$ cat src/rtl/core/wcuc_pkg.sv
// ---------------------------------------------------------------------------
// wcuc_pkg: shared types and constants of the window uniformity classifier
// Widths, register defaults, verdict codes and the queue entry layout.
// ---------------------------------------------------------------------------
`default_nettype none
package wcuc_pkg;

    localparam int PIX_W             = 8;
    localparam int ROW_W             = 8;
    localparam int COL_W             = 8;
    localparam int CUT_W             = 9;
    localparam int THR_W             = 8;
    localparam int MAX_WINDOW_PIXELS = 4096;
    localparam int GRID_ROWS         = 256;
    localparam int CNT_W             = $clog2(MAX_WINDOW_PIXELS + 1);
    localparam int SUM_W             = $clog2(MAX_WINDOW_PIXELS * 255 + 1);
    localparam int PROD_W            = PIX_W + CNT_W;
    localparam int CMP_W             = PROD_W + 1;
    localparam int MARK_W            = 8;
    localparam int WHY_W             = 2;
    localparam int Q_DEPTH           = 4;
    localparam int Q_PTR_W           = $clog2(Q_DEPTH);
    localparam int CFG_IDX_W         = 2;
    localparam int CFG_DATA_W        = 9;

    localparam logic [MARK_W-1:0] MARK_PASS = 8'd255;
    localparam logic [MARK_W-1:0] MARK_FAIL = 8'd0;

    localparam logic [CUT_W-1:0] TOP_CUT_RST    = CUT_W'(0);
    localparam logic [CUT_W-1:0] BOTTOM_CUT_RST = CUT_W'(GRID_ROWS);
    localparam logic [THR_W-1:0] SPREAD_RST     = 8'd20;
    localparam logic [THR_W-1:0] GREY_RST       = 8'd50;

    typedef enum logic [WHY_W-1:0] {
        WHY_OK     = 2'd0,
        WHY_ROW    = 2'd1,
        WHY_SPREAD = 2'd2,
        WHY_GREY   = 2'd3
    } t_why;

    typedef enum logic [CFG_IDX_W-1:0] {
        CFG_TOP_CUT    = 2'd0,
        CFG_BOTTOM_CUT = 2'd1,
        CFG_SPREAD     = 2'd2,
        CFG_GREY       = 2'd3
    } t_cfg_idx;

    typedef struct packed {
        logic [CUT_W-1:0] top_cut;
        logic [CUT_W-1:0] bottom_cut;
        logic [THR_W-1:0] spread;
        logic [THR_W-1:0] grey;
    } t_cfg;

    // window totals handed from accumulator to judge
    typedef struct packed {
        logic [SUM_W-1:0] sum_a;
        logic [SUM_W-1:0] sum_b;
        logic [SUM_W-1:0] sum_c;
        logic [PIX_W-1:0] peak_a;
        logic [PIX_W-1:0] peak_b;
        logic [PIX_W-1:0] peak_c;
        logic [CNT_W-1:0] count;
        logic [ROW_W-1:0] row;
        logic [COL_W-1:0] col;
    } t_snap;

    typedef struct packed {
        logic full;
        logic empty;
    } t_q_stat;

endpackage
`default_nettype wire

$ cat src/rtl/core/wcuc_front.sv
// ---------------------------------------------------------------------------
// wcuc_front: pixel accumulator
// Keeps per-channel sums, peaks and pixel count; on the last pixel of a
// window pushes the totals into the totals queue and clears.
// ---------------------------------------------------------------------------
`default_nettype none
module wcuc_front (
    input  wire logic                   i_clk,
    input  wire logic                   i_rst_n,
    input  wire logic                   i_valid,
    output logic                        o_ready,
    input  wire logic [wcuc_pkg::PIX_W-1:0] i_chan_a,
    input  wire logic [wcuc_pkg::PIX_W-1:0] i_chan_b,
    input  wire logic [wcuc_pkg::PIX_W-1:0] i_chan_c,
    input  wire logic [wcuc_pkg::ROW_W-1:0] i_block_row,
    input  wire logic [wcuc_pkg::COL_W-1:0] i_block_col,
    input  wire logic                   i_window_end,
    input  wire wcuc_pkg::t_q_stat      i_q_stat,
    output logic                        o_push,
    output wcuc_pkg::t_snap             o_snap
);
    import wcuc_pkg::*;

    logic [SUM_W-1:0] r_sum_a, r_sum_b, r_sum_c;
    logic [SUM_W-1:0] n_sum_a, n_sum_b, n_sum_c;
    logic [PIX_W-1:0] r_peak_a, r_peak_b, r_peak_c;
    logic [PIX_W-1:0] n_peak_a, n_peak_b, n_peak_c;
    logic [CNT_W-1:0] r_count, n_count;
    logic             take;
    logic             room;

    assign o_ready = !i_q_stat.full;
    assign take    = i_valid && o_ready;
    // pixels past the window limit are dropped from all totals
    assign room    = r_count < CNT_W'(MAX_WINDOW_PIXELS);

    always_comb begin
        n_sum_a  = r_sum_a;
        n_sum_b  = r_sum_b;
        n_sum_c  = r_sum_c;
        n_peak_a = r_peak_a;
        n_peak_b = r_peak_b;
        n_peak_c = r_peak_c;
        n_count  = r_count;
        if (room) begin
            n_sum_a  = r_sum_a + {{(SUM_W-PIX_W){1'b0}}, i_chan_a};
            n_sum_b  = r_sum_b + {{(SUM_W-PIX_W){1'b0}}, i_chan_b};
            n_sum_c  = r_sum_c + {{(SUM_W-PIX_W){1'b0}}, i_chan_c};
            n_peak_a = (i_chan_a > r_peak_a) ? i_chan_a : r_peak_a;
            n_peak_b = (i_chan_b > r_peak_b) ? i_chan_b : r_peak_b;
            n_peak_c = (i_chan_c > r_peak_c) ? i_chan_c : r_peak_c;
            n_count  = r_count + 1'b1;
        end
    end

    assign o_push        = take && i_window_end;
    assign o_snap.sum_a  = n_sum_a;
    assign o_snap.sum_b  = n_sum_b;
    assign o_snap.sum_c  = n_sum_c;
    assign o_snap.peak_a = n_peak_a;
    assign o_snap.peak_b = n_peak_b;
    assign o_snap.peak_c = n_peak_c;
    assign o_snap.count  = n_count;
    assign o_snap.row    = i_block_row;
    assign o_snap.col    = i_block_col;

    always_ff @(posedge i_clk) begin
        if (!i_rst_n || o_push) begin
            r_sum_a  <= '0;
            r_sum_b  <= '0;
            r_sum_c  <= '0;
            r_peak_a <= '0;
            r_peak_b <= '0;
            r_peak_c <= '0;
            r_count  <= '0;
        end else if (take) begin
            r_sum_a  <= n_sum_a;
            r_sum_b  <= n_sum_b;
            r_sum_c  <= n_sum_c;
            r_peak_a <= n_peak_a;
            r_peak_b <= n_peak_b;
            r_peak_c <= n_peak_c;
            r_count  <= n_count;
        end
    end

endmodule
`default_nettype wire

$ cat src/rtl/core/wcuc_queue.sv
// ---------------------------------------------------------------------------
// wcuc_queue: window totals queue
// Small register FIFO between the accumulator and the judge.
// ---------------------------------------------------------------------------
`default_nettype none
module wcuc_queue (
    input  wire logic              i_clk,
    input  wire logic              i_rst_n,
    input  wire logic              i_push,
    input  wire wcuc_pkg::t_snap   i_snap,
    input  wire logic              i_pop,
    output wcuc_pkg::t_snap        o_head,
    output wcuc_pkg::t_q_stat      o_stat
);
    import wcuc_pkg::*;

    t_snap              r_mem [Q_DEPTH];
    logic [Q_PTR_W-1:0] r_wr_ptr, r_rd_ptr;
    logic [Q_PTR_W:0]   r_cnt;
    logic               do_push, do_pop;

    assign o_stat.full  = r_cnt == (Q_PTR_W+1)'(Q_DEPTH);
    assign o_stat.empty = r_cnt == '0;
    assign do_push      = i_push && !o_stat.full;
    assign do_pop       = i_pop && !o_stat.empty;
    assign o_head       = r_mem[r_rd_ptr];

    always_ff @(posedge i_clk) begin
        if (!i_rst_n) begin
            r_wr_ptr <= '0;
            r_rd_ptr <= '0;
            r_cnt    <= '0;
        end else begin
            if (do_push) r_wr_ptr <= r_wr_ptr + 1'b1;
            if (do_pop)  r_rd_ptr <= r_rd_ptr + 1'b1;
            case ({do_push, do_pop})
                2'b10:   r_cnt <= r_cnt + 1'b1;
                2'b01:   r_cnt <= r_cnt - 1'b1;
                default: r_cnt <= r_cnt;
            endcase
        end
    end

    always_ff @(posedge i_clk) begin
        if (do_push) r_mem[r_wr_ptr] <= i_snap;
    end

endmodule
`default_nettype wire

$ cat src/rtl/core/wcuc_back.sv
// ---------------------------------------------------------------------------
// wcuc_back: window judge
// Stage 1 scales peaks and thresholds by the count and takes absolute sum
// differences; stage 2 compares, prioritizes and holds the verdict.
// ---------------------------------------------------------------------------
`default_nettype none
module wcuc_back (
    input  wire logic                       i_clk,
    input  wire logic                       i_rst_n,
    input  wire wcuc_pkg::t_cfg             i_cfg,
    input  wire wcuc_pkg::t_snap            i_head,
    input  wire wcuc_pkg::t_q_stat          i_q_stat,
    output logic                            o_pop,
    output logic                            o_valid,
    input  wire logic                       i_ready,
    output logic [wcuc_pkg::MARK_W-1:0]     o_mark,
    output logic [wcuc_pkg::WHY_W-1:0]      o_why,
    output logic [wcuc_pkg::ROW_W-1:0]      o_out_row,
    output logic [wcuc_pkg::COL_W-1:0]      o_out_col
);
    import wcuc_pkg::*;

    logic              r_s1_valid;
    logic [PROD_W-1:0] r_pkn_a, r_pkn_b, r_pkn_c;
    logic [PROD_W-1:0] r_tn, r_gn;
    logic [SUM_W-1:0]  r_sum_a, r_sum_b, r_sum_c;
    logic [SUM_W-1:0]  r_d_ba, r_d_bc, r_d_ac;
    logic              r_cut;
    logic [ROW_W-1:0]  r_s1_row;
    logic [COL_W-1:0]  r_s1_col;

    logic              r_out_valid;
    logic [MARK_W-1:0] r_out_mark;
    t_why              r_out_why;
    logic [ROW_W-1:0]  r_out_row;
    logic [COL_W-1:0]  r_out_col;

    logic              out_free, s1_free;
    logic              spr_a, spr_b, spr_c, gry_ba, gry_bc, gry_ac;
    t_why              n_why;
    logic [PROD_W-1:0] cnt_x;

    assign out_free = !r_out_valid || i_ready;
    assign s1_free  = !r_s1_valid || out_free;
    assign o_pop    = s1_free && !i_q_stat.empty;
    assign cnt_x    = PROD_W'(i_head.count);

    always_ff @(posedge i_clk) begin
        if (!i_rst_n) begin
            r_s1_valid <= 1'b0;
        end else if (s1_free) begin
            r_s1_valid <= o_pop;
        end
    end

    always_ff @(posedge i_clk) begin
        if (o_pop) begin
            r_pkn_a  <= PROD_W'(i_head.peak_a) * cnt_x;
            r_pkn_b  <= PROD_W'(i_head.peak_b) * cnt_x;
            r_pkn_c  <= PROD_W'(i_head.peak_c) * cnt_x;
            r_tn     <= PROD_W'(i_cfg.spread) * cnt_x;
            r_gn     <= PROD_W'(i_cfg.grey) * cnt_x;
            r_sum_a  <= i_head.sum_a;
            r_sum_b  <= i_head.sum_b;
            r_sum_c  <= i_head.sum_c;
            r_d_ba   <= (i_head.sum_b >= i_head.sum_a) ? i_head.sum_b - i_head.sum_a
                                                       : i_head.sum_a - i_head.sum_b;
            r_d_bc   <= (i_head.sum_b >= i_head.sum_c) ? i_head.sum_b - i_head.sum_c
                                                       : i_head.sum_c - i_head.sum_b;
            r_d_ac   <= (i_head.sum_a >= i_head.sum_c) ? i_head.sum_a - i_head.sum_c
                                                       : i_head.sum_c - i_head.sum_a;
            r_cut    <= ({1'b0, i_head.row} < i_cfg.top_cut) ||
                        ({1'b0, i_head.row} > i_cfg.bottom_cut);
            r_s1_row <= i_head.row;
            r_s1_col <= i_head.col;
        end
    end

    // max*n >= sum + T*n stands in for max - mean >= T
    assign spr_a  = {1'b0, r_pkn_a} >= (CMP_W'(r_sum_a) + CMP_W'(r_tn));
    assign spr_b  = {1'b0, r_pkn_b} >= (CMP_W'(r_sum_b) + CMP_W'(r_tn));
    assign spr_c  = {1'b0, r_pkn_c} >= (CMP_W'(r_sum_c) + CMP_W'(r_tn));
    assign gry_ba = PROD_W'(r_d_ba) >= r_gn;
    assign gry_bc = PROD_W'(r_d_bc) >= r_gn;
    assign gry_ac = PROD_W'(r_d_ac) >= r_gn;

    always_comb begin
        if (r_cut) begin
            n_why = WHY_ROW;
        end else if (spr_a || spr_b || spr_c) begin
            n_why = WHY_SPREAD;
        end else if (gry_ba || gry_bc || gry_ac) begin
            n_why = WHY_GREY;
        end else begin
            n_why = WHY_OK;
        end
    end

    always_ff @(posedge i_clk) begin
        if (!i_rst_n) begin
            r_out_valid <= 1'b0;
        end else if (out_free) begin
            r_out_valid <= r_s1_valid;
        end
    end

    always_ff @(posedge i_clk) begin
        if (out_free && r_s1_valid) begin
            r_out_why  <= n_why;
            r_out_mark <= (n_why == WHY_OK) ? MARK_PASS : MARK_FAIL;
            r_out_row  <= r_s1_row;
            r_out_col  <= r_s1_col;
        end
    end

    assign o_valid   = r_out_valid;
    assign o_mark    = r_out_mark;
    assign o_why     = r_out_why;
    assign o_out_row = r_out_row;
    assign o_out_col = r_out_col;

endmodule
`default_nettype wire

$ cat src/rtl/core/window_color_uniformity_classifier_unit.sv
// ---------------------------------------------------------------------------
// window_color_uniformity_classifier_unit: window uniformity classifier
// Accumulates pixel channels per window and emits one verdict per window.
//
// Input channel (i_valid/o_ready): one pixel per item, up to one per cycle.
// Three channels, the window's block row/column and a last-pixel flag.
// Output channel (o_valid/i_ready): one verdict item per window, mark 255
// for a uniform grey-like window, else 0, with the reason code in o_why.
// Config channel (i_cfg_valid/o_cfg_ready): always ready, one register
// write per cycle; write only while no window is in flight.
// Path: a window's totals are written to the queue at the edge that
// accepts its last pixel, then pass the scaling stage and the compare
// stage before its verdict is valid.
// Throughput: one pixel per cycle while o_ready is high; back to back
// single-pixel windows also run at one per cycle while the receiver keeps up.
// Stall: verdicts wait in the output register, the scaling stage and a
// 4-entry totals queue; once the queue is full o_ready drops until the
// judge takes an entry from it.
// Reset: clears the accumulators, queue and pipeline; registers return to
// top cut 0, bottom cut 256, spread 20, grey 50.
// ---------------------------------------------------------------------------
`default_nettype none
module window_color_uniformity_classifier_unit (
    input  wire logic                           i_clk,
    input  wire logic                           i_rst_n,
    input  wire logic                           i_valid,
    output logic                                o_ready,
    input  wire logic [wcuc_pkg::PIX_W-1:0]     i_chan_a,
    input  wire logic [wcuc_pkg::PIX_W-1:0]     i_chan_b,
    input  wire logic [wcuc_pkg::PIX_W-1:0]     i_chan_c,
    input  wire logic [wcuc_pkg::ROW_W-1:0]     i_block_row,
    input  wire logic [wcuc_pkg::COL_W-1:0]     i_block_col,
    input  wire logic                           i_window_end,
    output logic                                o_valid,
    input  wire logic                           i_ready,
    output logic [wcuc_pkg::MARK_W-1:0]         o_mark,
    output logic [wcuc_pkg::WHY_W-1:0]          o_why,
    output logic [wcuc_pkg::ROW_W-1:0]          o_out_row,
    output logic [wcuc_pkg::COL_W-1:0]          o_out_col,
    input  wire logic                           i_cfg_valid,
    output logic                                o_cfg_ready,
    input  wire logic [wcuc_pkg::CFG_IDX_W-1:0] i_cfg_index,
    input  wire logic [wcuc_pkg::CFG_DATA_W-1:0] i_cfg_data
);
    import wcuc_pkg::*;

    t_cfg    r_cfg;
    t_snap   snap, head;
    t_q_stat q_stat;
    logic    push, pop;

    assign o_cfg_ready = 1'b1;

    always_ff @(posedge i_clk) begin
        if (!i_rst_n) begin
            r_cfg.top_cut    <= TOP_CUT_RST;
            r_cfg.bottom_cut <= BOTTOM_CUT_RST;
            r_cfg.spread     <= SPREAD_RST;
            r_cfg.grey       <= GREY_RST;
        end else if (i_cfg_valid && o_cfg_ready) begin
            case (t_cfg_idx'(i_cfg_index))
                CFG_TOP_CUT:    r_cfg.top_cut    <= i_cfg_data[CUT_W-1:0];
                CFG_BOTTOM_CUT: r_cfg.bottom_cut <= i_cfg_data[CUT_W-1:0];
                CFG_SPREAD:     r_cfg.spread     <= i_cfg_data[THR_W-1:0];
                CFG_GREY:       r_cfg.grey       <= i_cfg_data[THR_W-1:0];
                default:        r_cfg            <= r_cfg;
            endcase
        end
    end

    wcuc_front u_front (
        .i_clk        (i_clk),
        .i_rst_n      (i_rst_n),
        .i_valid      (i_valid),
        .o_ready      (o_ready),
        .i_chan_a     (i_chan_a),
        .i_chan_b     (i_chan_b),
        .i_chan_c     (i_chan_c),
        .i_block_row  (i_block_row),
        .i_block_col  (i_block_col),
        .i_window_end (i_window_end),
        .i_q_stat     (q_stat),
        .o_push       (push),
        .o_snap       (snap)
    );

    wcuc_queue u_queue (
        .i_clk   (i_clk),
        .i_rst_n (i_rst_n),
        .i_push  (push),
        .i_snap  (snap),
        .i_pop   (pop),
        .o_head  (head),
        .o_stat  (q_stat)
    );

    wcuc_back u_back (
        .i_clk     (i_clk),
        .i_rst_n   (i_rst_n),
        .i_cfg     (r_cfg),
        .i_head    (head),
        .i_q_stat  (q_stat),
        .o_pop     (pop),
        .o_valid   (o_valid),
        .i_ready   (i_ready),
        .o_mark    (o_mark),
        .o_why     (o_why),
        .o_out_row (o_out_row),
        .o_out_col (o_out_col)
    );

endmodule
`default_nettype wire

$ cat config.mk
export PLATFORM = sky130hd
export DESIGN_NAME = window_color_uniformity_classifier_unit
export DESIGN_NICKNAME = d
export VERILOG_FILES = /design/src/rtl/core/wcuc_pkg.sv /design/src/rtl/core/wcuc_front.sv /design/src/rtl/core/wcuc_queue.sv /design/src/rtl/core/wcuc_back.sv /design/src/rtl/core/window_color_uniformity_classifier_unit.sv
export SDC_FILE = /design/constraint.sdc
export NUM_CORES = 2
export LEC_CHECK = 0
export ABC_CLOCK_PERIOD_IN_PS = 15000
export BUFFER_PORTS_ARGS = -buffer_cell sky130_fd_sc_hd__buf_2
export CORE_MARGIN = 5
export CORE_UTILIZATION = 45
export DETAILED_ROUTE_END_ITERATION = 6
export GPL_TIMING_DRIVEN = 0
export MAX_ROUTING_LAYER = met4
export SYNTH_ARGS = -nofsm -noshare
export SYNTH_HDL_FRONTEND = slang
export SYNTH_SLANG_ARGS = --single-unit
$ cat constraint.sdc
create_clock -name i_clk -period 15 [get_ports i_clk]
set_input_delay 0.75 -clock i_clk [delete_from_list [all_inputs] [get_ports i_clk]]
set_output_delay 0.75 -clock i_clk [all_outputs]
set_load 0.02 [all_outputs]
# ---- After elaboration in Yosys (flattened, before gate mapping)
# Memory sizes are Yosys's and may differ from the RTL's. A register that Yosys moved wholly into a read port is not among the register bits.
# Cells that the tools add are included.
dict set report op_classes {
  add_sub_neg 17
  multipliers 5
  n_div 0
  magnitude_cmp 15
  eq_ne 6
  shifts 0
  muxes 22
  bitwise 0
  reduce_logical 27
}
# op n
set op_table {}
lappend op_table {{20-bit 2-to-1 mux} 6}
lappend op_table {{20-bit subtractor} 6}
lappend op_table {{8-bit by 13-bit multiplier with 21-bit output} 5}
lappend op_table {{20-bit by 21-bit adder with 22-bit output} 3}
lappend op_table {{21-bit by 22-bit >= comparator with 1-bit output} 3}
lappend op_table {{20-bit by 21-bit >= comparator with 1-bit output} 3}
lappend op_table {{20-bit by 8-bit adder with 20-bit output} 3}
lappend op_table {{20-bit >= comparator} 3}
lappend op_table {{8-bit 2-to-1 mux} 7}
lappend op_table {{8-bit > comparator} 3}
lappend op_table {{13-bit by 1-bit adder with 13-bit output (second input constant)} 1}
lappend op_table {{13-bit < comparator (second input constant)} 1}
lappend op_table {{13-bit 2-to-1 mux} 1}
lappend op_table {{2-bit 2-to-1 mux} 5}
lappend op_table {{8-bit by 9-bit > comparator with 1-bit output} 1}
lappend op_table {{8-bit by 9-bit < comparator with 1-bit output} 1}
lappend op_table {{1-bit logical OR} 8}
lappend op_table {{2-bit AND reduction} 4}
lappend op_table {{2-bit == test (second input constant)} 3}
lappend op_table {{1-bit logical AND} 6}
lappend op_table {{3-bit one-hot mux with 2 select lines} 1}
lappend op_table {{1-bit logical NOT} 5}
lappend op_table {{2-bit by 1-bit adder with 2-bit output (second input constant)} 2}
lappend op_table {{2-bit by 1-bit == test with 1-bit output (second input constant)} 2}
lappend op_table {{7 further kinds} 9}
dict set report totals {
  reg_bits 408
  latch_bits 0
  ramBits 452
  rom_bits 0
  in_bits 57
  word_cells 127
  n_memories 1
}
# memory depth word_bits read_ports rd_ports_with_merged_regs write_ports line_no
set memory_table {}
lappend memory_table {u_queue.r_mem 4 113 1 1 1 wcuc_queue.sv:17} ;# t_snap r_mem [Q_DEPTH];

# ---- Longest topological paths before layout
dict set report logic_depth {
  ltp_word 8
  ltp_mapped 27
}

# ---- Modules after synthesis
# Synthesis repeated with hierarchy kept, for this count alone.
dict set report unflattened {
  cells_unflattened 5400
  hier_area_um2 60566.8
}
# module instances cells_per_inst area_each_um2
set modules_own_cells {}
lappend modules_own_cells {wcuc_back 1 3719 35507.8}
lappend modules_own_cells {wcuc_queue 1 645 16814.9}
lappend modules_own_cells {wcuc_front 1 902 6914.1}
lappend modules_own_cells {window_color_uniformity_classifier_unit 1 134 1330.0}

# ---- Least setup slack after synthesis
# No wires, ideal clock.
dict set report synth_path {
  path_kind {input to register}
  start {in i_ready}
  end {reg u_queue.r_cnt[2]}
  setup_ns 0.076
  t_arrival_ns 15.067
  required_ns 14.924
  path_slack_ns -0.142
  path_stages 8
  path_buffers 0
  cell_sequence {nor2b_1 > a21oi_1 > ha_1 > inv_1 > fa_1 > xor2_1 > or3_1 > a21boi_0}
}
dict set report synth_via {
  elab_chain_cells 6
}
# item line_no
set synth_lines {}
lappend synth_lines {{start, declared} window_color_uniformity_classifier_unit.sv:35} ;# input wire logic i_ready,
lappend synth_lines {{1-bit logical OR *} wcuc_back.sv:43} ;# assign out_free = !r_out_valid || i_ready;
lappend synth_lines {{1-bit logical OR *} wcuc_back.sv:44} ;# assign s1_free = !r_s1_valid || out_free;
lappend synth_lines {{1-bit logical AND *} wcuc_back.sv:45} ;# assign o_pop = s1_free && !i_q_stat.empty;
lappend synth_lines {{via pop} window_color_uniformity_classifier_unit.sv:50} ;# logic push, pop;
lappend synth_lines {{1-bit logical AND *} wcuc_queue.sv:25} ;# assign do_pop = i_pop && !o_stat.empty;
lappend synth_lines {{2-bit by 1-bit == test with 1-bit output or 2-bit == test (tied branches)} wcuc_queue.sv:36} ;# case ({do_push, do_pop})
lappend synth_lines {{3-bit one-hot mux with 2 select lines or 2-bit nonzero test (tied branches)} -}
lappend synth_lines {{end signal, assigned} wcuc_queue.sv:37} ;# 2'b10: r_cnt <= r_cnt + 1'b1;
lappend synth_lines {{end signal, assigned} wcuc_queue.sv:38} ;# 2'b01: r_cnt <= r_cnt - 1'b1;
lappend synth_lines {{end signal, assigned} wcuc_queue.sv:39} ;# default: r_cnt <= r_cnt;
lappend synth_lines {{end, declared} wcuc_queue.sv:19} ;# logic [Q_PTR_W:0] r_cnt;
# Mark *: on every way through the listed nets, which the timed path passes. The rest lies on a longest branch.
# A chain may end at the register's enable or synchronous reset.

==> summary.txt <==
Synthesis
  • Top cells by area, synth: edfxtp_1, ha_1, fa_1, dfxtp_1, inv_1
  • Post-Synthesis Cells: 5479
  • Most frequent cells after synthesis: edfxtp_1, inv_1, ha_1
  • Count leader, synth: edfxtp_1
  • Top cell type's share of synthesized area: 35.7%
  • Mapped Avg Cell Area: 10.9 µm²
  • Post-Syn Area: 60000 µm²
  • Ys async rst share: 0%
  • #FFs+latches synth: 855
  • Net Count, Synth: 6453
  • Post-synth EDFFs: 713
  • Count of cell types in the netlist: 78
  • Synth warnings: 0
  • Ys flop type: edfxtp_1
  • Dominant cell type by area after synthesis: edfxtp_1
  • Post-synthesis sequential area ratio: 40.4%

Floorplanning
  • Row count: 134
  • Initial core utilization: 45.1%
  • Io pins: 86
  • Die H: 375 µm
  • Die ar.: 141000 µm²
  • Core outline area: 133000 µm²
  • Die X: 375 µm

Timing
  • Relative slew slack: 10.4%
  • F_max: 0.114 GHz
  • Final count of pins violating max slew: 0
  • Setup TNS: 0 ps
  • Fin crit share: 58.6%
  • Skew final: 76.5 ps
  • Final Hold Violating Endpoints: 0
  • Slew of the pin with the lowest slew margin: 1340 ps
  • Final min period: 8800 ps
  • Unrepaired setup endpoints after global routing: false
  • Final Setup Violations: 0

Routing
  • Residual DRC: 0
  • Wire per inst: 23.1 µm
  • Final ANT Viol Nets: 0
  • Overall routed net length: 174000 µm
  • Routed vias: 41630
  • Iter 0 DRT Violations: 3355
  • Pre-Repair DR Iteration Count: 6
  • Avg Vias per Cell: 5.54

Global routing
  • Initial antenna violation count: 5
  • Gr ovfl total: 0
  • GRT Total Usage: 25.2%
  • Largest net degree at the start of global routing: 51
  • Vias in the first global route: 41318
  • First-pass GRT wire length: 259000 µm

Final layout
  • Post-route cell area: 66200 µm²
  • Final core utilization: 49.8%
  • NumNets Final: 6649
  • Ratio of cells with drive above 1 in the final layout: 8.38%
  • P&R area growth vs syn: 10.4%
  • Fillers: 11919

Worst setup path
  • Reg2reg path depth: 25
  • CP max-delay cell: clkbuf_1
  • CP required: 15490 ps
  • Endpoint class of the critical path: flip-flop
  • Crit path arrival time: 9280 ps
  • Capturing point of the worst reg2reg path: u_back.r_pkn_b[17]$_DFFE_PP_
  • WS Path Type: flip-flop to flip-flop
  • Crit path launch type: flip-flop
  • Worst-path maximum fanout: 10
  • Flop2flop setup slack: 6200 ps
  • CP max stage delay: 740 ps

Place
  • Dpl cell area: 63100 µm²
  • Dpl hpwl: 135000 µm
  • RD Place Congestion: 0.929
  • Buffers added on ports: 83

CTS
  • Clk sinks: 855
  • Clk slew on worst S/H paths: 60 ps
  • Deepest clock path buffer count: 3
  • Post-CTS Hold Fix Bufs: 0
  • CTS buffer count: 92
  • CTS tree: done
  • Htree depth: 3
  • Clock Latency Late Sink: 750 ps
  • Post-CTS Setup Bufs: 0
  • Clock root cell: clkbuf_16
  • # resized after CTS: 0

Job
  • Max-cap viol count: 0

Status
  • Status: finished clean

Hold path
  • Hold Crit Start: i_block_col[7]
  • Hold Crit Class: input port to flip-flop
  • Worst Hold End: u_queue.r_mem[2][7]$_DFFE_PP_
  • Hold depth: 1
metal layers:
| layer | track usage, % | up-vias | routed length (µm) | part of all wire [%] |
|---|---|---|---|---|
| met2 | 40.2 | 1235 | 81000 | 47 |
| met5 | - | - | 0 | 0 |
| li1 | - | 19385 | - | - |
| met4 | 8.21 | 0 | 6350 | 3.7 |
| met1 | 33.1 | 20721 | 75200 | 43 |
| met3 | 4.05 | 289 | 11000 | 6.4 |
stage by stage:
stage | setup WS (ps) | hold slack, ps | instances
3_3_place_gp | 2060 | 403 | 7330
3_5_place_dp | 6320 | 405 | 7349
6_report | 6200 | 235 | 7521
2_1_floorplan | 5680 | 400 | 5479
4_1_cts | 6290 | 169 | 7520
5_1_grt | 5760 | 209 | 7520
critical path, delay by kind of cell (launching register included):
family | cells | cell delay, ps
buffers and inverters | 7 | 2640
AOI/OAI and AO/OA | 9 | 2230
and+or+nand+nor | 3 | 820
adders and majority gates | 5 | 2280
muxes | 1 | 270
DFF | 1 | 310
worst max-delay path by stage:
stage / depth (start not counted) / slack [ps] / end / startpoint
3_3_place_gp: 7 / 2060 / u_queue.r_cnt[2]$_SDFFE_PN0P_ / u_back.r_s1_valid$_SDFFE_PN0N_
5_1_grt: 25 / 5760 / u_back.r_pkn_b[17]$_DFFE_PP_ / flip-flop
3_5_place_dp: 25 / 6320 / u_back.r_pkn_b[17]$_DFFE_PP_ / flip-flop
4_1_cts: 25 / 6290 / u_back.r_pkn_b[17]$_DFFE_PP_ / flip-flop
2_1_floorplan: 8 / 5680 / u_queue.r_cnt[2]$_SDFFE_PN0P_ / i_ready
6_report: 25 / 6200 / u_back.r_pkn_b[17]$_DFFE_PP_ / flip-flop
registers in the layout, indices dropped and copies added (netlist names), 13 cells and up, named ones only:
signal and cells:
u_back.r_pkn_c 21, u_back.r_sum_a 20, u_front.r_count 13, u_back.r_pkn_b 21, u_back.r_pkn_a 21, u_back.r_tn 21
u_back.r_gn 21, u_back.r_sum_b 20, u_front.r_sum_a 20, u_front.r_sum_b 20, u_back.r_d_ac 20, r_cfg 34
u_back.r_d_bc 20, u_back.r_sum_c 20, u_back.r_d_ba 20, u_front.r_sum_c 20, u_queue.r_mem 452
cells by family (layout without fill, tap and decap cells):
logic type	count (synthesis)	count (layout)	synth area share (%)
flops	855	855	40.4
other cells	1	2	0.00625
buf+inv	823	1096	5.26
compound gates	852	852	9.02
xor+xnor	274	274	4.00
simple gates	1517	1517	12.1
fa+ha+maj	917	917	23.4
mux	240	240	5.75
cells in the final DEF, fill, tap and decap left out, types with 39 or more instances in the layout:
cell type  Yosys  final
fa_1         343    343
mux2i_1       89     89
dfxtp_1      142    142
xor2_1       115    115
clkbuf_16      0     93
and2_1       181    181
o21a_1        50     50
nor2b_1       82     81
nor3_1        79     79
a21o_1        98     98
a211oi_1      39     39
or2_2         42     42
inv_1        617    617
a21oi_1      248    247
nand4_1       47     47
buf_2         10     94
nor2_1       509    509
mux4_2        76     76
clkbuf_1     157    176
xnor2_1      159    159
nand3_1       80     80
ha_1         574    574
mux2_2        74     74
nand2b_1      41     41
o21ai_0      175    175
edfxtp_1     713    713
nand2_1      347    347
final cells by class:
cell class / instances / area, µm² / share of cell area [%]
buffer: 206 / 840 / 1.27
tap: 1768 / 2210 / 3.34
sequential: 855 / 24300 / 36.6
multi-input combinational: 3801 / 32600 / 49.2
timing repair buffer: 102 / 866 / 1.31
inverter: 617 / 2320 / 3.50
clock inverter: 52 / 632 / 0.954
clock buffer: 119 / 2490 / 3.77
antenna: 1 / 2.50 / 0.00378
Power is not shown: default switching activity piles up to over one toggle a cycle in this logic, so the estimate is an artifact.
